### config.mk
export PLATFORM = sky130hd
export DESIGN_NAME = bsa_queue
export DESIGN_NICKNAME = d
export VERILOG_FILES = /design/src/design/bsa_pkg.sv /design/src/design/bsa_queue.sv
export SDC_FILE = /design/constraint.sdc
export NUM_CORES = 1
export LEC_CHECK = 0
export ABC_CLOCK_PERIOD_IN_PS = 10350
export BUFFER_PORTS_ARGS = -buffer_cell sky130_fd_sc_hd__buf_2
export CELL_PAD_IN_SITES_DETAIL_PLACEMENT = 1
export CELL_PAD_IN_SITES_GLOBAL_PLACEMENT = 1
export CORE_ASPECT_RATIO = 1.2
export CORE_UTILIZATION = 48
export CTS_BUF_LIST = sky130_fd_sc_hd__clkbuf_16
export CTS_CLUSTER_DIAMETER = 30
export DETAILED_ROUTE_END_ITERATION = 8
export PLACE_DENSITY = 0.84
export SYNTH_ARGS = -nofsm -noshare
export SYNTH_HDL_FRONTEND = slang
export SYNTH_SLANG_ARGS = --single-unit
### constraint.sdc
create_clock -name clk_i -period 10.35 [get_ports clk_i]
set_clock_uncertainty 0.05 [all_clocks]
set_input_delay 2.07 -clock clk_i [delete_from_list [all_inputs] [get_ports clk_i]]
set_output_delay 2.07 -clock clk_i [all_outputs]
set_load 0.005 [all_outputs]
### src/design/bsa_pkg.sv
package bsa_pkg;

  // Default structural sizes handed to the top level
  localparam int MAX_VIEWS_DEF  = 4;
  localparam int MAX_HEIGHT_DEF = 64;
  localparam int MAX_WIDTH_DEF  = 64;
  localparam int FRAC_BITS_DEF  = 8;

  // Fixed field widths of the ports
  localparam int COORD_W    = 20;
  localparam int CONF_W     = 16;
  localparam int CELL_W     = 40;
  localparam int VIEW_IN_W  = 2;
  localparam int RC_IN_W    = 6;
  localparam int ACT_W      = 3;
  localparam int DIM_W      = 7;
  localparam int CFG_IDX_W  = 2;
  localparam int CFG_DATA_W = 7;

  // Command fields sized for the largest legal parameter values
  localparam int IDX_MAX_W  = 10;
  localparam int VIEW_MAX_W = 4;
  localparam int FRAC_MAX_W = 12;

  // Entries in the command queue between front and back
  localparam int Q_DEPTH = 2;

  // Register reset values
  localparam logic [ACT_W-1:0] ACTIVE_VIEWS_RST = ACT_W'(4);
  localparam logic [DIM_W-1:0] IMG_HEIGHT_RST   = DIM_W'(64);
  localparam logic [DIM_W-1:0] IMG_WIDTH_RST    = DIM_W'(64);

  // Function code of an input item
  localparam logic FUNC_READ = 1'b1;

  typedef enum logic [CFG_IDX_W-1:0] {
    CFG_ACTIVE_VIEWS = 2'd0,
    CFG_IMG_HEIGHT   = 2'd1,
    CFG_IMG_WIDTH    = 2'd2
  } cfg_idx_e;

  // Work carried from front to back
  typedef enum logic [1:0] {
    OP_SPLAT = 2'd0,
    OP_READ  = 2'd1,
    OP_ZERO  = 2'd2
  } op_e;

  typedef struct packed {
    op_e                   op;
    logic [VIEW_MAX_W-1:0] view;
    logic [IDX_MAX_W-1:0]  row;   // floor row for a splat, cell row for a read
    logic [IDX_MAX_W-1:0]  col;
    logic [3:0]            mask;  // in-range corners by corner index, index bit1 = lower row, bit0 = right col
    logic [FRAC_MAX_W-1:0] fx;
    logic [FRAC_MAX_W-1:0] fy;
    logic [CONF_W-1:0]     conf;
  } cmd_t;

endpackage

### src/design/bsa_queue.sv
module bsa_queue (
  input  logic          clk_i,
  input  logic          rst_ni,
  input  logic          push_i,
  input  bsa_pkg::cmd_t push_cmd_i,
  input  logic          pop_i,
  output logic          valid_o,
  output logic          full_o,
  output bsa_pkg::cmd_t head_o
);

  localparam int PTR_W = (bsa_pkg::Q_DEPTH > 1) ? $clog2(bsa_pkg::Q_DEPTH) : 1;
  localparam int CNT_W = $clog2(bsa_pkg::Q_DEPTH + 1);
  localparam logic [PTR_W-1:0] PTR_LAST = PTR_W'(bsa_pkg::Q_DEPTH - 1);
  localparam logic [CNT_W-1:0] CNT_FULL = CNT_W'(bsa_pkg::Q_DEPTH);

  bsa_pkg::cmd_t    entry_q [bsa_pkg::Q_DEPTH];
  logic [PTR_W-1:0] wptr_q, rptr_q;
  logic [CNT_W-1:0] count_q;

  // Pointer and fill count
  always_ff @(posedge clk_i or negedge rst_ni) begin
    if (!rst_ni) begin
      wptr_q  <= '0;
      rptr_q  <= '0;
      count_q <= '0;
    end else begin
      if (push_i) begin
        wptr_q <= (wptr_q == PTR_LAST) ? '0 : wptr_q + 1'b1;
      end
      if (pop_i) begin
        rptr_q <= (rptr_q == PTR_LAST) ? '0 : rptr_q + 1'b1;
      end
      if (push_i && !pop_i) begin
        count_q <= count_q + 1'b1;
      end else if (pop_i && !push_i) begin
        count_q <= count_q - 1'b1;
      end
    end
  end

  // Entry storage
  always_ff @(posedge clk_i) begin
    if (push_i) begin
      entry_q[wptr_q] <= push_cmd_i;
    end
  end

  assign valid_o = (count_q != '0);
  assign full_o  = (count_q == CNT_FULL);
  assign head_o  = entry_q[rptr_q];

  a_count_bound: assert property (@(posedge clk_i) disable iff (!rst_ni)
    count_q <= CNT_FULL)
    else $error("command queue count beyond depth");

  a_no_underflow: assert property (@(posedge clk_i) disable iff (!rst_ni)
    pop_i |-> count_q != '0)
    else $error("command queue popped while empty");

endmodule

==> impl_metrics.toml, run 1 <==
[placed_design]
dp_hpwl_um = 7320
placed_cell_area_um2 = 6390
port_buffers = 145
dp_cells = 527
globalplace.congestion = 0.689

[global_routing]
grt_antenna_before_repair = 0
met3_usage = 0.0555
grt_pass1_wl_um = 16200
grt_use_met2 = 0.347
grt.overflow.total = 0
grtUsageMet1 = 0.196
top_usage_layer = "met2"
grt_start_max_net_pins = 71
track_usage = 0.191
grt_pass1_vias = 2969

[critical_path]
cp-end-kind = "output pin"
worstReg2RegStart = "wptr_q$_DFFE_PN0P_"
critical_path_arrival_ns = 2.48
critPathLaunchType = "flip-flop"
cp_max_fo = 53
cp-startpoint = "rptr_q$_DFFE_PN0P_"
cp.required_ns = 8.23
critical_path_class = "reg -> out"
r2r_cells = 2

[yosys]
synth_nets = 309
synth_area_um2 = 5590
ys_seq_area_frac = 0.770
synthCells = 234
ys_types = 14
ys_warn_count = 0
syn_area_per_cell_um2 = 23.9
yosys_register_bits = 144

[drt]
viasPerCell = 4.82
postRouteAntennaNets = 0
drtPass1Iterations = 4
drc = 0
routed_wirelength_um = 10900
vias = 2696
drt_iter0_drc = 107
wl_per_cell_um = 19.6

[clock_tree]
post_cts_buffers = 0
numClockSinks = 144
hold_buffers = 0
clockBufferDepth = 2
clkLatencyLatePin_ns = 0.41
ctsRootBufferMaster = "clkbuf_16"
cts_resized = 0
cts.clk_slew.worst_paths_ns = 0.06
cts_buffers = 17
cts_tree = "done"
h-tree-depth = 4

[outcome]
status = "complete, no violations"

[final_layout]
finalNetCount = 467
fillers = 1027
final_cells = 559
area_delta_synth_final_pct = 25.3
n_antenna_cell = 0
final_cell_area_um2 = 7010
layout-drive-gt1-share = 0.622

[timing]
period_share = 0.445
fin_setup_tns_ns = 0
fmax_ghz = 0.217
grt_setup_unrepaired = "no"
drv_slew = 0
hold_viol = 0
finalSetupViolCount = 0
fin_crit_ns = 4.60
tightest_slew_ns = 1.00
relSlewSlack = 0.333

[die]
dieArea_um2 = 12100
num_rows = 42
die_h_um = 120
ioPinCount = 146
core_area_um2 = 11200
start_util = 0.500
die_w_um = 101

[power]
p_leak_nw = 2.85
ir_drop_mv = 0.141
power.total_mw = 1.99
p_per_area_nw_per_um2 = 284

[hold_path]
holdCritStartpoint = "count_q[1]$_DFFE_PN0P_"
whs_path_depth = 1
hold_class = "reg -> reg"

[run]
max_cap_violations = 0
==> logic make-up after synthesis <==
kind of cell               Yosys count  share of synthesized area
xor gates and xnor gates             5                    0.00783
adders and majority gates            1                    0.00224
muxes                               70                      0.187
buffers and inverters                9                     0.0277
and+or+nand+nor                      5                    0.00515
DFF                                144                      0.770
==> cell type report <==
| type | instances | area [um^2] | share of cell area |
|---|---|---|---|
| well taps | 154 | 193 | 0.0275 |
| clock inverters | 15 | 195 | 0.0279 |
| multi-input cells | 81 | 1140 | 0.163 |
| clock buffers | 17 | 425 | 0.0607 |
| repair buffers | 147 | 741 | 0.106 |
| inverters | 1 | 3.75 | 0.000536 |
| flip-flops and latches | 144 | 4310 | 0.615 |
==> per-layer routing <==
layer | up-vias | wire, um
met3 | 18 | 520
met1 | 1337 | 3960
met4 | 0 | 261
li1 | 1242 | -
met5 | - | 0
met2 | 99 | 6180
==> synth_stat cells <==
master	number	area (um^2)
nor2_1	1	3.75
and2_1	1	6.26
dfrtp_1	4	100
buf_12	7	140
nor2b_1	2	12.5
mux2_2	1	11.3
or2_2	1	6.26
xor2_1	4	35.0
ha_1	1	12.5
edfxtp_1	140	4200
buf_6	1	11.3
inv_1	1	3.75
mux2_4	69	1040
xnor2_1	1	8.76
==> flip-flops by register name (all words and copies together) (netlist names) <==
| signal | cells |
|---|---|
| wptr_q | 1 |
| entry_q | 140 |
| rptr_q | 1 |
| count_q | 2 |
==> report_power, final <==
part	switching (mW)	internal [mW]
sequential	0.0553	0.778
clock	0.229	0.401
combinational	0.229	0.297
total	0.514	1.48
==> through the flow <==
stage               hold WS [ns]  worst slack, ns  utilization
floorplan                  0.397             4.65            -
global placement           0.417             6.19        0.571
detailed placement         0.425             6.14        0.571
CTS                        0.437             5.69        0.626
global route               0.474             5.66        0.626
finish                     0.438             5.75        0.626
==> path summary, 6_finish.rpt <==
path | end | slack [ns]
worst min-delay path | count_q[1]$_DFFE_PN0P_ | 0.44
worst max register to register | entry_q[0][0]$_DFFE_PP_ | 8.16
max in group asynchronous | rptr_q$_DFFE_PN0P_ | 8.68
min in group asynchronous | count_q[0]$_DFFE_PN0P_ | 1.41
worst min register to register | count_q[1]$_DFFE_PN0P_ | 0.44
worst max-delay path | head_o[49] | 5.75
==> critical path: stages (launching register included) <==
cell	delay [ns]
dfrtp_4	0.64
buf_4	0.81
mux2_2	0.43
buf_2	0.13
==> layout by cell type, fill, tap and decap left out <==
master      netlist  layout
dfrtp_4           0       1
mux2_4           69      69
clkinvlp_4        0       7
nor2b_4           0       1
xnor2_1           1       1
mux2_2            1       1
dfrtp_1           4       3
clkinv_2          0       2
nor2_1            1       1
clkinv_4          0       1
nor2b_1           2       1
ha_1              1       1
or2_2             1       1
xor2_1            4       4
and2_4            0       1
edfxtp_1        140     140
buf_2             0     145
clkbuf_16         0      17
buf_4             0       2
bufinv_16         0       4
inv_1             1       2
Power figures use the tool's default switching activity.
==> run 2: changes to the inputs <==
--- a/config.mk
+++ b/config.mk
@@ -5,16 +5,16 @@
 export SDC_FILE = /design/constraint.sdc
 export NUM_CORES = 1
 export LEC_CHECK = 0
-export ABC_CLOCK_PERIOD_IN_PS = 10350
+export ABC_CLOCK_PERIOD_IN_PS = 4050
 export BUFFER_PORTS_ARGS = -buffer_cell sky130_fd_sc_hd__buf_2
 export CELL_PAD_IN_SITES_DETAIL_PLACEMENT = 1
 export CELL_PAD_IN_SITES_GLOBAL_PLACEMENT = 1
 export CORE_ASPECT_RATIO = 1.2
-export CORE_UTILIZATION = 48
+export CORE_UTILIZATION = 40
 export CTS_BUF_LIST = sky130_fd_sc_hd__clkbuf_16
 export CTS_CLUSTER_DIAMETER = 30
 export DETAILED_ROUTE_END_ITERATION = 8
-export PLACE_DENSITY = 0.84
+export PLACE_DENSITY = 0.75
 export SYNTH_ARGS = -nofsm -noshare
 export SYNTH_HDL_FRONTEND = slang
 export SYNTH_SLANG_ARGS = --single-unit
==> constraint.sdc (replaced) <==
create_clock -name clk_i -period 4.05 [get_ports clk_i]
set_clock_uncertainty 0.05 [all_clocks]
set_input_delay 0.81 -clock clk_i [delete_from_list [all_inputs] [get_ports clk_i]]
set_output_delay 0.81 -clock clk_i [all_outputs]
set_load 0.005 [all_outputs]
==> run 2 against run 1 <==
  * Flip-flop and latch count unchanged
  * Register-to-register slack got worse by 6.0 ns
  * Global-route usage decreased by 4.4 points
  * Via count decreased by 0.85%
  * Clock power rose by 130%
  * Setup slack worse by 4.8 ns
  * Count of clock-buffer cells in the layout unchanged
  * Hold slack got worse by 0.28 ns
  * Critical path depth unchanged
==> impl_metrics.toml, run 2 (same netlist as run 1, synthesis figures left out) <==
[outcome]
status = "complete, no violations"

[critical_path]
critPathLaunchType = "flip-flop"
r2r_cells = 2
cpPeakStageDelay_ns = 0.95
cp.required_ns = 3.19
r2r-end = "entry_q[0][12]$_DFFE_PP_"
crit_slowest_cell = "dfrtp_4"
rrSetupSlack_ns = 2.17
cp_max_fo = 42
critical_path_class = "reg -> out"
worstReg2RegStart = "wptr_q$_DFFE_PN0P_"
critical_path_arrival_ns = 2.26
path_buf_inv = 2
path_cells = "buf_4 -> mux2_4 -> buf_2"
cp_top_family = "flip-flops"
path_depth = 3
cp-end-kind = "output pin"

[timing]
fin_crit_ns = 3.12
drv_slew = 0
fmax_ghz = 0.320
fin_setup_tns_ns = 0
grt_setup_unrepaired = "no"
tightest_slew_ns = 0.986
relSlewSlack = 0.343
holdWs_ns = 0.161
finalSetupViolCount = 0
setup_ws_ns = 0.930
hold_viol = 0
period_share = 0.770

[final_layout]
area_delta_synth_final_pct = 24.6
final_cell_mix = "buf_2, edfxtp_1, mux2_4, clkbuf_16, inv_1"
layout-drive-gt1-share = 0.607
fillers = 1258
mostFrequentLayoutCell = "buf_2"
n_antenna_cell = 0
top_regs = "entry_q (140), count_q (2)"
finalNetCount = 469
largest_reg_flops = 140
regMostFlops = "entry_q"
final_cells = 573

[global_routing]
grt_pass1_wl_um = 15500
grt_start_max_net_pins = 71
grt_antenna_before_repair = 0
grt_pass1_vias = 3068
track_usage = 0.147
grt.overflow.total = 0

[drt]
postRouteAntennaNets = 0
routed_wirelength_um = 10000
vias = 2673
drtPass1Iterations = 4
wl_per_cell_um = 17.5
drc = 0
viasPerCell = 4.66
drt_iter0_drc = 102

[clock_tree]
h-tree-depth = 4
clockBufferDepth = 2
cts.clk_slew.worst_paths_ns = 0.06
clkLatencyLatePin_ns = 0.40
post_cts_buffers = 0
numClockSinks = 144
cts_buffers = 17
hold_buffers = 0
cts_tree = "done"
ctsRootBufferMaster = "clkbuf_16"
cts_resized = 0

[die]
die_w_um = 110
start_util = 0.417
dieArea_um2 = 14500
ioPinCount = 146
die_h_um = 132
num_rows = 46
core_area_um2 = 13400

[placed_design]
place_ws_ns = 1.32
port_buffers = 145
globalplace.congestion = 0.665
dp_cells = 543
dp_hpwl_um = 6730

[hold_path]
hold_class = "in -> async"

[run]
max_cap_violations = 0

[power]
p_leak_nw = 2.85
p_per_area_nw_per_um2 = 700
power.total_mw = 4.88
ir_drop_mv = 0.350
run 2: report_power, final:
part | switching [mW] | total, mW | internal (mW) | leakage [nW]
sequential | 0.201 | 2.19 | 1.99 | 1.36
clock | 0.536 | 1.42 | 0.879 | 0.276
combinational | 0.509 | 1.28 | 0.768 | 1.22
total | 1.25 | 4.88 | 3.63 | 2.85
run 2: through the flow:
stage	utilization	area [um^2]
4_1_cts	0.520	6970
3_3_place_gp	0.480	6430
2_1_floorplan	-	5590
3_5_place_dp	0.480	6430
5_1_grt	0.520	6970
6_report	0.520	6970
run 2: worst max-delay path by stage:
stage	startpoint	to	slack, ns
floorplan	push_i	entry_q[0][0]$_DFFE_PP_	0.92
global placement	rptr_q$_DFFE_PN0P_	head_o[32]	1.34
detailed placement	rptr_q$_DFFE_PN0P_	head_o[7]	1.32
CTS	rptr_q$_DFFE_PN0P_	head_o[7]	0.88
global route	rptr_q$_DFFE_PN0P_	head_o[55]	0.83
finish	rptr_q$_DFFE_PN0P_	head_o[7]	0.93
run 2: final cells by class:
cell class | count | area [um^2] | area share
tap | 168 | 210 | 0.0302
inverter | 1 | 3.75 | 0.000539
sequential | 144 | 4310 | 0.618
clock inverter | 13 | 109 | 0.0156
clock buffer | 17 | 425 | 0.0611
multi-input combinational | 81 | 1140 | 0.164
timing repair buffer | 149 | 768 | 0.110
run 2: routing by layer:
| metal | vias up | global-route usage | part of all wire |
|---|---|---|---|
| met5 | - | 0 | 0 |
| met4 | 0 | 0.0593 | 0.017 |
| met3 | 16 | 0.0506 | 0.067 |
| met1 | 1318 | 0.157 | 0.38 |
| met2 | 100 | 0.259 | 0.54 |
| li1 | 1239 | - | - |
