**config.mk**
```make
export PLATFORM = sky130hd
export DESIGN_NAME = bsa_front
export DESIGN_NICKNAME = d
export VERILOG_FILES = /design/src/design/bsa_pkg.sv /design/src/design/bsa_front.sv
export SDC_FILE = /design/constraint.sdc
export NUM_CORES = 1
export LEC_CHECK = 0
export ABC_AREA = 1
export BUFFER_PORTS_ARGS = -buffer_cell sky130_fd_sc_hd__buf_2
export CORE_UTILIZATION = 49
export DETAILED_ROUTE_END_ITERATION = 6
export PLACE_DENSITY = 0.86
export SETUP_SLACK_MARGIN = 0.2
export SLEW_MARGIN = 20
export SYNTH_ARGS = -nofsm -noshare
export SYNTH_HDL_FRONTEND = slang
export SYNTH_SLANG_ARGS = --single-unit
```
**constraint.sdc**
```tcl
create_clock -name clk_i -period 2.7 [get_ports clk_i]
set_input_delay 0.27 -clock clk_i [delete_from_list [all_inputs] [get_ports clk_i]]
set_output_delay 0.27 -clock clk_i [all_outputs]
set_load 0.01 [all_outputs]
```
**src/design/bsa_pkg.sv**
```systemverilog
package bsa_pkg;

  // Default structural sizes handed to the top level
  localparam int MAX_VIEWS_DEF  = 4;
  localparam int MAX_HEIGHT_DEF = 64;
  localparam int MAX_WIDTH_DEF  = 64;
  localparam int FRAC_BITS_DEF  = 8;

  // Fixed field widths of the ports
  localparam int COORD_W    = 20;
  localparam int CONF_W     = 16;
  localparam int CELL_W     = 40;
  localparam int VIEW_IN_W  = 2;
  localparam int RC_IN_W    = 6;
  localparam int ACT_W      = 3;
  localparam int DIM_W      = 7;
  localparam int CFG_IDX_W  = 2;
  localparam int CFG_DATA_W = 7;

  // Command fields sized for the largest legal parameter values
  localparam int IDX_MAX_W  = 10;
  localparam int VIEW_MAX_W = 4;
  localparam int FRAC_MAX_W = 12;

  // Entries in the command queue between front and back
  localparam int Q_DEPTH = 2;

  // Register reset values
  localparam logic [ACT_W-1:0] ACTIVE_VIEWS_RST = ACT_W'(4);
  localparam logic [DIM_W-1:0] IMG_HEIGHT_RST   = DIM_W'(64);
  localparam logic [DIM_W-1:0] IMG_WIDTH_RST    = DIM_W'(64);

  // Function code of an input item
  localparam logic FUNC_READ = 1'b1;

  typedef enum logic [CFG_IDX_W-1:0] {
    CFG_ACTIVE_VIEWS = 2'd0,
    CFG_IMG_HEIGHT   = 2'd1,
    CFG_IMG_WIDTH    = 2'd2
  } cfg_idx_e;

  // Work carried from front to back
  typedef enum logic [1:0] {
    OP_SPLAT = 2'd0,
    OP_READ  = 2'd1,
    OP_ZERO  = 2'd2
  } op_e;

  typedef struct packed {
    op_e                   op;
    logic [VIEW_MAX_W-1:0] view;
    logic [IDX_MAX_W-1:0]  row;   // floor row for a splat, cell row for a read
    logic [IDX_MAX_W-1:0]  col;
    logic [3:0]            mask;  // in-range corners by corner index, index bit1 = lower row, bit0 = right col
    logic [FRAC_MAX_W-1:0] fx;
    logic [FRAC_MAX_W-1:0] fy;
    logic [CONF_W-1:0]     conf;
  } cmd_t;

endpackage

```
**src/design/bsa_front.sv**
```systemverilog
module bsa_front #(
  parameter int MAX_VIEWS  = bsa_pkg::MAX_VIEWS_DEF,
  parameter int MAX_HEIGHT = bsa_pkg::MAX_HEIGHT_DEF,
  parameter int MAX_WIDTH  = bsa_pkg::MAX_WIDTH_DEF,
  parameter int FRAC_BITS  = bsa_pkg::FRAC_BITS_DEF
) (
  input  logic                                clk_i,
  input  logic                                rst_ni,
  input  logic                                accept_i,
  input  logic                                func_i,
  input  logic [bsa_pkg::VIEW_IN_W-1:0]       view_i,
  input  logic signed [bsa_pkg::COORD_W-1:0]  coord_x_i,
  input  logic signed [bsa_pkg::COORD_W-1:0]  coord_y_i,
  input  logic [bsa_pkg::CONF_W-1:0]          conf_i,
  input  logic [bsa_pkg::RC_IN_W-1:0]         read_row_i,
  input  logic [bsa_pkg::RC_IN_W-1:0]         read_col_i,
  input  logic                                cfg_we_i,
  input  logic [bsa_pkg::CFG_IDX_W-1:0]       cfg_idx_i,
  input  logic [bsa_pkg::CFG_DATA_W-1:0]      cfg_wdata_i,
  output logic                                push_o,
  output bsa_pkg::cmd_t                       cmd_o
);

  logic [bsa_pkg::ACT_W-1:0] active_views_q;
  logic [bsa_pkg::DIM_W-1:0] img_height_q;
  logic [bsa_pkg::DIM_W-1:0] img_width_q;

  // Configuration registers
  always_ff @(posedge clk_i or negedge rst_ni) begin
    if (!rst_ni) begin
      active_views_q <= bsa_pkg::ACTIVE_VIEWS_RST;
      img_height_q   <= bsa_pkg::IMG_HEIGHT_RST;
      img_width_q    <= bsa_pkg::IMG_WIDTH_RST;
    end else if (cfg_we_i) begin
      case (bsa_pkg::cfg_idx_e'(cfg_idx_i))
        bsa_pkg::CFG_ACTIVE_VIEWS: active_views_q <= cfg_wdata_i[bsa_pkg::ACT_W-1:0];
        bsa_pkg::CFG_IMG_HEIGHT:   img_height_q   <= cfg_wdata_i[bsa_pkg::DIM_W-1:0];
        bsa_pkg::CFG_IMG_WIDTH:    img_width_q    <= cfg_wdata_i[bsa_pkg::DIM_W-1:0];
        default: ;
      endcase
    end
  end

  // Floor cell and fraction of each coordinate (arithmetic shift floors)
  logic signed [bsa_pkg::COORD_W-1:0] x0;
  logic signed [bsa_pkg::COORD_W-1:0] y0;
  logic [FRAC_BITS-1:0]               fx;
  logic [FRAC_BITS-1:0]               fy;

  assign x0 = coord_x_i >>> FRAC_BITS;
  assign y0 = coord_y_i >>> FRAC_BITS;
  assign fx = coord_x_i[FRAC_BITS-1:0];
  assign fy = coord_y_i[FRAC_BITS-1:0];

  // Classification: liveness, bounds and corner mask
  int   h_lim, w_lim, v_lim, x0_n, y0_n;
  logic live;
  logic row_ok0, row_ok1, col_ok0, col_ok1;
  logic read_ok;
  logic [3:0] mask;

  always_comb begin
    h_lim = (int'(img_height_q) > MAX_HEIGHT) ? MAX_HEIGHT : int'(img_height_q);
    w_lim = (int'(img_width_q) > MAX_WIDTH) ? MAX_WIDTH : int'(img_width_q);
    v_lim = (int'(active_views_q) > MAX_VIEWS) ? MAX_VIEWS : int'(active_views_q);
    x0_n  = int'(x0);
    y0_n  = int'(y0);
    live  = int'(view_i) < v_lim;

    row_ok0 = (y0_n >= 0) && (y0_n < h_lim);
    row_ok1 = (y0_n + 1 >= 0) && (y0_n + 1 < h_lim);
    col_ok0 = (x0_n >= 0) && (x0_n < w_lim);
    col_ok1 = (x0_n + 1 >= 0) && (x0_n + 1 < w_lim);
    mask    = {row_ok1 & col_ok1, row_ok1 & col_ok0, row_ok0 & col_ok1, row_ok0 & col_ok0};

    read_ok = live && (int'(read_row_i) < h_lim) && (int'(read_col_i) < w_lim);
  end

  // Command build; dead, out-of-range or zero-fraction splats never enter the queue
  always_comb begin
    cmd_o      = '0;
    cmd_o.view = bsa_pkg::VIEW_MAX_W'(view_i);
    cmd_o.conf = conf_i;
    cmd_o.fx   = bsa_pkg::FRAC_MAX_W'(fx);
    cmd_o.fy   = bsa_pkg::FRAC_MAX_W'(fy);
    if (func_i == bsa_pkg::FUNC_READ) begin
      cmd_o.op  = read_ok ? bsa_pkg::OP_READ : bsa_pkg::OP_ZERO;
      cmd_o.row = bsa_pkg::IDX_MAX_W'(read_row_i);
      cmd_o.col = bsa_pkg::IDX_MAX_W'(read_col_i);
      push_o    = accept_i;
    end else begin
      cmd_o.op   = bsa_pkg::OP_SPLAT;
      cmd_o.row  = bsa_pkg::IDX_MAX_W'(y0_n);
      cmd_o.col  = bsa_pkg::IDX_MAX_W'(x0_n);
      cmd_o.mask = mask;
      // a zero fraction on either axis: all four weights vanish
      push_o     = accept_i && live && (fx != '0) && (fy != '0) && (mask != '0);
    end
  end

endmodule

```
==> results of run 1 <==
-- per-layer routing --
layer | vias to the layer above | share of wire (%) | wire length (um) | track usage, %
li1 | 1517 | - | - | -
met1 | 1444 | 37 | 3109 | 28.39
met2 | 166 | 50 | 4185 | 47.77
met3 | 44 | 7.6 | 633 | 4.048
met4 | 0 | 5.3 | 445 | 14.81
met5 | - | 0 | 0 | 0
-- cells in the mapped netlist, types with 2 or more instances --
master | n | share of area, %
sky130_fd_sc_hd__inv_1 | 61 | 8.4
sky130_fd_sc_hd__nand4_1 | 2 | 0.46
sky130_fd_sc_hd__nor2_2 | 6 | 1.4
sky130_fd_sc_hd__nor2_1 | 36 | 4.9
sky130_fd_sc_hd__nor4_1 | 5 | 1.1
sky130_fd_sc_hd__dfrtp_1 | 14 | 13
sky130_fd_sc_hd__o21ai_1 | 2 | 0.37
sky130_fd_sc_hd__a21oi_1 | 9 | 1.6
sky130_fd_sc_hd__xor2_1 | 11 | 3.5
sky130_fd_sc_hd__nand4_2 | 3 | 1.4
sky130_fd_sc_hd__clkbuf_1 | 6 | 0.82
sky130_fd_sc_hd__o21ai_0 | 35 | 6.4
sky130_fd_sc_hd__ha_1 | 31 | 14
sky130_fd_sc_hd__xnor2_1 | 2 | 0.64
sky130_fd_sc_hd__nand2_1 | 110 | 15
sky130_fd_sc_hd__o2111ai_1 | 3 | 0.96
sky130_fd_sc_hd__or2_1 | 2 | 0.46
sky130_fd_sc_hd__nand3_2 | 2 | 0.73
sky130_fd_sc_hd__buf_4 | 44 | 12
sky130_fd_sc_hd__dfstp_2 | 3 | 2.9
sky130_fd_sc_hd__nand2_2 | 6 | 1.4
sky130_fd_sc_hd__nand3_1 | 14 | 2.6
sky130_fd_sc_hd__a31o_2 | 5 | 1.6
sky130_fd_sc_hd__nor3_1 | 11 | 2.0
-- what timing repair did --
action / CTS / global route
pin swaps: 20 / 20
endpoints found under the setup margin: 5 / 7
hold buffers: 1 / 0
setup buffers: 14 / 3
endpoints found under the hold margin: 14 / 0
gates resized for setup: 22 / 32
-- final cells by class --
cell class	instances	area (um^2)	area share, %
tap	70	87.58	2.489
inverter	62	232.7	6.615
timing repair buffer	131	715.7	20.34
multi-input combinational	311	2008	57.08
sequential	17	429.2	12.20
clock buffer	4	45.04	1.280
-- cell families after synthesis --
kind of cell             Yosys count  synth area share, %
AND/OR/NAND/NOR                  199                32.23
XOR/XNOR                          13                4.167
other                              1               0.1372
buffers and inverters            112                21.43
AO/OA/AOI/OAI                     58                12.13
flip-flops                        17                15.71
adder cells (fa/ha/maj)           31                14.19
-- through the flow --
stage / instances / utilization, % / cell area [um^2]
6_report: 595 / 67.18 / 3518
4_1_cts: 592 / 63.55 / 3328
3_3_place_gp: 573 / 58.60 / 3069
3_5_place_dp: 573 / 58.60 / 3069
5_1_grt: 595 / 67.18 / 3518
2_1_floorplan: 440 / - / 2766
-- registers in the layout, indices dropped and copies added, names as in the netlist --
name            count
img_height_q        7
img_width_q         7
active_views_q      3
-- where the power goes --
part	switching, mW	internal, mW
registers	0.0350	0.301
clock network	0.0855	0.105
logic	0.468	0.346
-- critical path, stage by stage (launching register included) --
cell and delay (ns):
sky130_fd_sc_hd__dfrtp_1 0.40, sky130_fd_sc_hd__nor2_1 0.16, sky130_fd_sc_hd__nand3_2 0.13, sky130_fd_sc_hd__nand2_4 0.12, sky130_fd_sc_hd__nand2_2 0.10, sky130_fd_sc_hd__ha_1 0.31, sky130_fd_sc_hd__a31o_2 0.25, sky130_fd_sc_hd__inv_1 0.06
sky130_fd_sc_hd__nand2_1 0.09, sky130_fd_sc_hd__nand2_1 0.07, sky130_fd_sc_hd__nand2_1 0.08, sky130_fd_sc_hd__nor2_1 0.11, sky130_fd_sc_hd__nor2_1 0.05, sky130_fd_sc_hd__buf_2 0.15
-- path summary, 6_finish.rpt --
path                                     end  slack, ns  depth (start not counted)
max in group asynchronous    img_height_q[6]       1.91                          2
min                          img_height_q[6]       0.29                          3
max                                cmd_o[69]       0.09                         13
min in group asynchronous    img_height_q[1]       0.47                          2
min reg2reg                active_views_q[1]       0.49                          2
max reg2reg                   img_width_q[5]       1.76                          3
==> impl_metrics.sql, run 1 <==
INSERT INTO impl_metrics (metric_group, metric, value, unit) VALUES
('run_status', 'run_status', 'completed', ''),
('global_routing', 'first_global_vias', '2911', ''),
('global_routing', 'track_usage', '26.14', '%'),
('finish', 'antenna-diode-count', '0', ''),
('drt', 'final_antenna_net_count', '0', ''),
('drt', 'number_of_vias_per_cell', '5.329', ''),
('worst_setup_path', 'critPathCaptureType', 'primary output', ''),
('yosys', 'synth-edff-count', '0', ''),
('placement', 'hpwlAfterDp', '5982', 'um'),
('yosys', 'flip_flop_and_latch_count_after_synthesis', '17', ''),
('hold_path', 'hold_path.startpoint', 'cfg_wdata_i[6]', ''),
('global_routing', 'pin_count_of_the_biggest_net_entering_global_routing', '35', ''),
('cts', 'clock_tree.buffer_depth', '2', ''),
('drt', 'drtIter0Drc', '97', ''),
('finish', 'fin_nets', '641', ''),
('timing', 'post-route-period-util', '96.79', '%'),
('timing', 'rsz_0062_raised_after_global_routing', 'yes', ''),
('drt', 'drt_first_pass_iters', '5', ''),
('die', 'placeableCoreArea', '0.005238', 'mm^2'),
('worst_setup_path', 'worstReg2RegStart', 'img_width_q[5]', ''),
('timing', 'finalCriticalPeriod', '2.613', 'ns'),
('cts', 'clkSlewWorstSetupHoldPaths', '0.07', 'ns'),
('yosys', 'ys.warnings.count', '0', ''),
('worst_setup_path', 'timing.critical_path.from_type', 'flip-flop', ''),
('hold_path', 'holdCritPathClass', 'input port to flip-flop', ''),
('placement', 'place.port_buffers', '112', ''),
('die', 'width_of_the_die', '76.68', 'um'),
('run', 'drv_cap', '0', ''),
('timing', 'setup_tns', '0', 'ns'),
('timing', 'final.setup.worst_slack', '0.08670', 'ns'),
('timing', 'final-setup-viol-count', '0', ''),
('global_routing', 'overflow', '0', ''),
('worst_setup_path', 'timing.critical_path.required', '2.43', 'ns'),
('yosys', 'netlist-cell-type-count', '32', ''),
('yosys', 'mappedNetlistArea', '0.002733', 'mm^2'),
('die', 'design.portCount', '155', ''),
('finish', 'areaGrowthSynthToFinish', '28.75', '%'),
('yosys', 'synth_async_sr_flop_share', '100.0', '%'),
('cts', 'insertion_delay_of_the_later_clocked_pin_in_the_worst_skew_pair', '0.25', 'ns'),
('yosys', 'yosysSeqAreaShare', '15.71', '%'),
('cts', 'clkSinkCount', '17', ''),
('power', 'ir_worst_vdd', '0.0005531', 'V'),
('yosys', 'syn_area_per_cell', '6.340', 'um^2'),
('finish', 'layout_commonest_cell', 'sky130_fd_sc_hd__buf_2', ''),
('finish', 'layout.filler_cells', '445', ''),
('drt', 'vias', '3171', ''),
('yosys', 'gate_count_of_the_mapped_netlist', '431', ''),
('die', 'initial_utilization', '52.17', '%'),
('cts', 'tritoncts', 'built', ''),
('cts', 'numCtsBuffers', '3', ''),
('global_routing', 'grt_first_pass_wirelength', '12590', 'um'),
('power', 'power_density', '381.1', 'mW/mm^2'),
('drt', 'drc', '0', ''),
('finish', 'mostFrequentLayoutCells', '111 x sky130_fd_sc_hd__buf_2, 94 x sky130_fd_sc_hd__nand2_1, 59 x sky130_fd_sc_hd__inv_1', ''),
('timing', 'finalMaxSlewViolations', '0', ''),
('drt', 'finalWirelength', '8375', 'um'),
('drt', 'drt-wirelength-per-cell', '14.08', 'um'),
('timing', 'max-slew-margin-rel', '66.29', '%'),
('power', 'fin_total_pwr', '1.341', 'mW'),
('die', 'rows', '26', ''),
('worst_setup_path', 'cp.arrival', '2.34', 'ns'),
('timing', 'hold_viol', '0', ''),
('worst_setup_path', 'critPathMaxFanout', '5', ''),
('die', 'die-height', '76.68', 'um'),
('worst_setup_path', 'worst_setup_path_startpoint', 'img_width_q[0]', ''),
('placement', 'gpl.final_weighted_congestion', '0.8875', ''),
('cts', 'root_buffer', 'sky130_fd_sc_hd__clkbuf_8', ''),
('cts', 'cts_max_level', '1', ''),
('worst_setup_path', 'timing.setup.critical_path_class', 'flip-flop to primary output', ''),
('placement', 'place_worst_setup_slack', '0.1923', 'ns'),
('die', 'total_die_area', '0.005879', 'mm^2'),
('timing', 'worst_hold_slack', '0.2924', 'ns'),
('global_routing', 'antenna_found_initial', '0', ''),
('timing', 'skew', '0', 'ns'),
('yosys', 'ys.flop_type', 'sky130_fd_sc_hd__dfrtp_1', ''),
('power', 'power_leakage', '1.941', 'nW'),
('finish', 'layout-drive-gt1-share', '37.90', '%'),
('timing', 'worstMarginPinSlew', '0.5042', 'ns'),
('timing', 'timing.fmax', '382.7', 'MHz');
Power figures use the tool's default switching activity.
==> run 2: changes to the inputs <==
==> constraint.sdc (replaced) <==
create_clock -name clk_i -period 2.7 [get_ports clk_i]
set_input_delay 0 -clock clk_i [delete_from_list [all_inputs] [get_ports clk_i]]
set_output_delay 0 -clock clk_i [all_outputs]
set_load 0.01 [all_outputs]
==> impl_metrics.sql, run 2 (synthesized netlist as in run 1, its figures left out) <==
INSERT INTO impl_metrics (metric_group, metric, value, unit) VALUES
('run_status', 'run_status', 'completed', ''),
('worst_setup_path', 'timing.critical_path.slowest_stage_cell', 'sky130_fd_sc_hd__dfrtp_1', ''),
('run', 'drv_cap', '0', ''),
('finish', 'fin_nets', '625', ''),
('timing', 'post-route-period-util', '86.98', '%'),
('hold_path', 'worst_hold_path.endpoint', 'cmd_o[4]', ''),
('cts', 'cts_max_level', '1', ''),
('power', 'clkPwrFrac', '16.8', '%'),
('finish', 'areaGrowthSynthToFinish', '15.25', '%'),
('timing', 'final-setup-viol-count', '0', ''),
('cts', 'insertion_delay_of_the_later_clocked_pin_in_the_worst_skew_pair', '0.26', 'ns'),
('cts', 'numCtsBuffers', '3', ''),
('drt', 'number_of_vias_per_cell', '5.021', ''),
('hold_path', 'hold_path.startpoint', 'conf_i[4]', ''),
('die', 'rows', '26', ''),
('drt', 'drt-wirelength-per-cell', '12.48', 'um'),
('global_routing', 'overflow', '0', ''),
('power', 'p_int', '0.6510', 'mW'),
('finish', 'mostFrequentLayoutCells', '112 x sky130_fd_sc_hd__buf_2, 109 x sky130_fd_sc_hd__nand2_1, 61 x sky130_fd_sc_hd__inv_1', ''),
('drt', 'finalWirelength', '7224', 'um'),
('hold_path', 'min_delay_path_depth', '0', ''),
('timing', 'finalMaxSlewViolations', '0', ''),
('power', 'fin_total_pwr', '1.151', 'mW'),
('drt', 'drtIter0Drc', '98', ''),
('worst_setup_path', 'cp.arrival', '2.35', 'ns'),
('global_routing', 'track_usage', '24.10', '%'),
('drt', 'drc', '0', ''),
('worst_setup_path', 'critical_path.reg2reg.endpoint', 'img_width_q[6]', ''),
('cts', 'clkSlewWorstSetupHoldPaths', '0.06', 'ns'),
('timing', 'worst_hold_slack', '0.000004442', 'ns'),
('worst_setup_path', 'critPathTopFamily', 'simple AND/OR/NAND/NOR gates', ''),
('worst_setup_path', 'critical_path.n_buffers_inverters', '2', ''),
('power', 'power.share.combinational', '53.7', '%'),
('worst_setup_path', 'critical_path.max_stage_delay', '0.39', 'ns'),
('power', 'power_leakage', '1.825', 'nW'),
('drt', 'drt_first_pass_iters', '5', ''),
('placement', 'place.port_buffers', '112', ''),
('power', 'power_density', '365.5', 'mW/mm^2'),
('finish', 'antenna-diode-count', '0', ''),
('die', 'initial_utilization', '52.17', '%'),
('power', 'ir_worst_vdd', '0.0003232', 'V'),
('timing', 'setup_tns', '0', 'ns'),
('die', 'die-height', '76.68', 'um'),
('placement', 'placed_cell_area', '0.003069', 'mm^2'),
('power', 'seq_power_share', '29.5', '%'),
('global_routing', 'first_global_vias', '2668', ''),
('worst_setup_path', 'crit_path_cell_trace', 'nor2_1 > nand3_1 > nand2_2 > nand2_1 > ha_1 > a31o_2 > inv_1 > nand2_1 > nand2_1 > nand2_1 > nor2_1 > nor2_1 > buf_2', ''),
('die', 'total_die_area', '0.005879', 'mm^2'),
('finish', 'layout_commonest_cell', 'sky130_fd_sc_hd__buf_2', ''),
('placement', 'hpwlAfterDp', '6211', 'um'),
('worst_setup_path', 'cpMostUsedCell', 'sky130_fd_sc_hd__nand2_1', ''),
('worst_setup_path', 'worstReg2RegStart', 'img_width_q[6]', ''),
('worst_setup_path', 'timing.critical_path.required', '2.70', 'ns'),
('cts', 'cts.repair_timing.setup_buffer_count', '0', ''),
('worst_setup_path', 'critical_path_cell_count', '13', ''),
('placement', 'gpl.final_weighted_congestion', '0.8614', ''),
('worst_setup_path', 'critPathCaptureType', 'primary output', ''),
('cts', 'tritoncts', 'built', ''),
('timing', 'finalCriticalPeriod', '2.348', 'ns'),
('timing', 'rsz_0062_raised_after_global_routing', 'no', ''),
('drt', 'final_antenna_net_count', '0', ''),
('finish', 'layout-drive-gt1-share', '28.88', '%'),
('timing', 'hold_viol', '0', ''),
('global_routing', 'pin_count_of_the_biggest_net_entering_global_routing', '35', ''),
('cts', 'clkSinkCount', '17', ''),
('power', 'power.switching_fraction', '43.45', '%'),
('worst_setup_path', 'ff2ff_setup_slack', '1.90', 'ns'),
('die', 'placeableCoreArea', '0.005238', 'mm^2'),
('cts', 'clock_tree.buffer_depth', '2', ''),
('timing', 'skew', '0', 'ns'),
('timing', 'timing.fmax', '425.8', 'MHz'),
('finish', 'multi_input_area', '0.001765', 'mm^2'),
('finish', 'post-route-cell-area', '0.003149', 'mm^2'),
('drt', 'vias', '2907', ''),
('global_routing', 'grt_first_pass_wirelength', '11580', 'um'),
('cts', 'root_buffer', 'sky130_fd_sc_hd__clkbuf_8', ''),
('worst_setup_path', 'rr_worst_depth', '2', ''),
('worst_setup_path', 'timing.setup.critical_path_class', 'flip-flop to primary output', ''),
('finish', 'layout.filler_cells', '504', ''),
('global_routing', 'antenna_found_initial', '0', ''),
('worst_setup_path', 'timing.critical_path.from_type', 'flip-flop', ''),
('die', 'design.portCount', '155', ''),
('hold_path', 'holdCritPathClass', 'input port to primary output', ''),
('power', 'switchingPower', '0.5001', 'mW'),
('die', 'width_of_the_die', '76.68', 'um'),
('worst_setup_path', 'critPathMaxFanout', '8', ''),
('finish', 'reg_top3', 'img_height_q: 7 flops, img_width_q: 7 flops, active_views_q: 3 flops', ''),
('finish', 'sequential_area', '429.2', 'um^2');
==> run 2: changes by cell type in the layout (fill, tap and decap cells not counted), sizes merged <==
cell,delta
clkinv,+1
dlygate4sd3,+1
buf,-16
clkbuf,-2
==> run 2: final cells by class <==
cell class / count / share of cell area, %
Multi-Input combinational cell: 311 / 56.06
Clock inverter: 1 / 0.1589
Tap cell: 70 / 2.781
Clock buffer: 3 / 1.311
Sequential cell: 17 / 13.63
Timing Repair Buffer: 115 / 18.67
Inverter: 62 / 7.390
==> run 2: timing repair <==
| action | 4_1_cts | 5_1_grt |
|---|---|---|
| hold buffers | 2 | 0 |
| gates resized for setup | 0 | 3 |
| endpoints found under the setup margin | 0 | 4 |
| hold endpoints to repair | 19 | 0 |
==> run 2: worst max-delay path by stage <==
stage                                from        end  slack, ns
after floorplan            img_width_q[0]  cmd_o[40]       0.90
after CTS                  img_width_q[2]     push_o       0.33
final                      img_width_q[4]  cmd_o[69]       0.35
after global routing       img_width_q[5]     push_o       0.20
after detailed placement   img_width_q[1]     push_o       0.61
after global placement    img_height_q[4]  cmd_o[68]       0.72
==> run 2: stage by stage <==
step / util, % / setup slack, ns / std cells
6_report: 60.13 / 0.3516 / 579
3_3_place_gp: 58.60 / 0.7191 / 573
4_1_cts: 59.87 / 0.3289 / 579
3_5_place_dp: 58.60 / 0.6145 / 573
5_1_grt: 60.13 / 0.2009 / 579
2_1_floorplan: - / 0.8951 / 440
==> run 2: power by group through the flow <==
stage               clock, mW  sequential, mW  combinational, mW
detailed placement          0           0.343              0.606
floorplan                   0           0.332              0.450
finish                  0.194           0.339              0.618
global placement            0           0.339              0.575
global route            0.202           0.345              0.703
CTS                     0.198           0.338              0.612
==> run 2: layer usage <==
metal | global-route usage [%] | share of wire, % | up-vias
li1 | - | - | 1485
met1 | 26.66 | 40 | 1287
met2 | 45.36 | 51 | 110
met3 | 2.262 | 5.2 | 25
met4 | 11.92 | 2.9 | 0
met5 | 0 | 0 | -
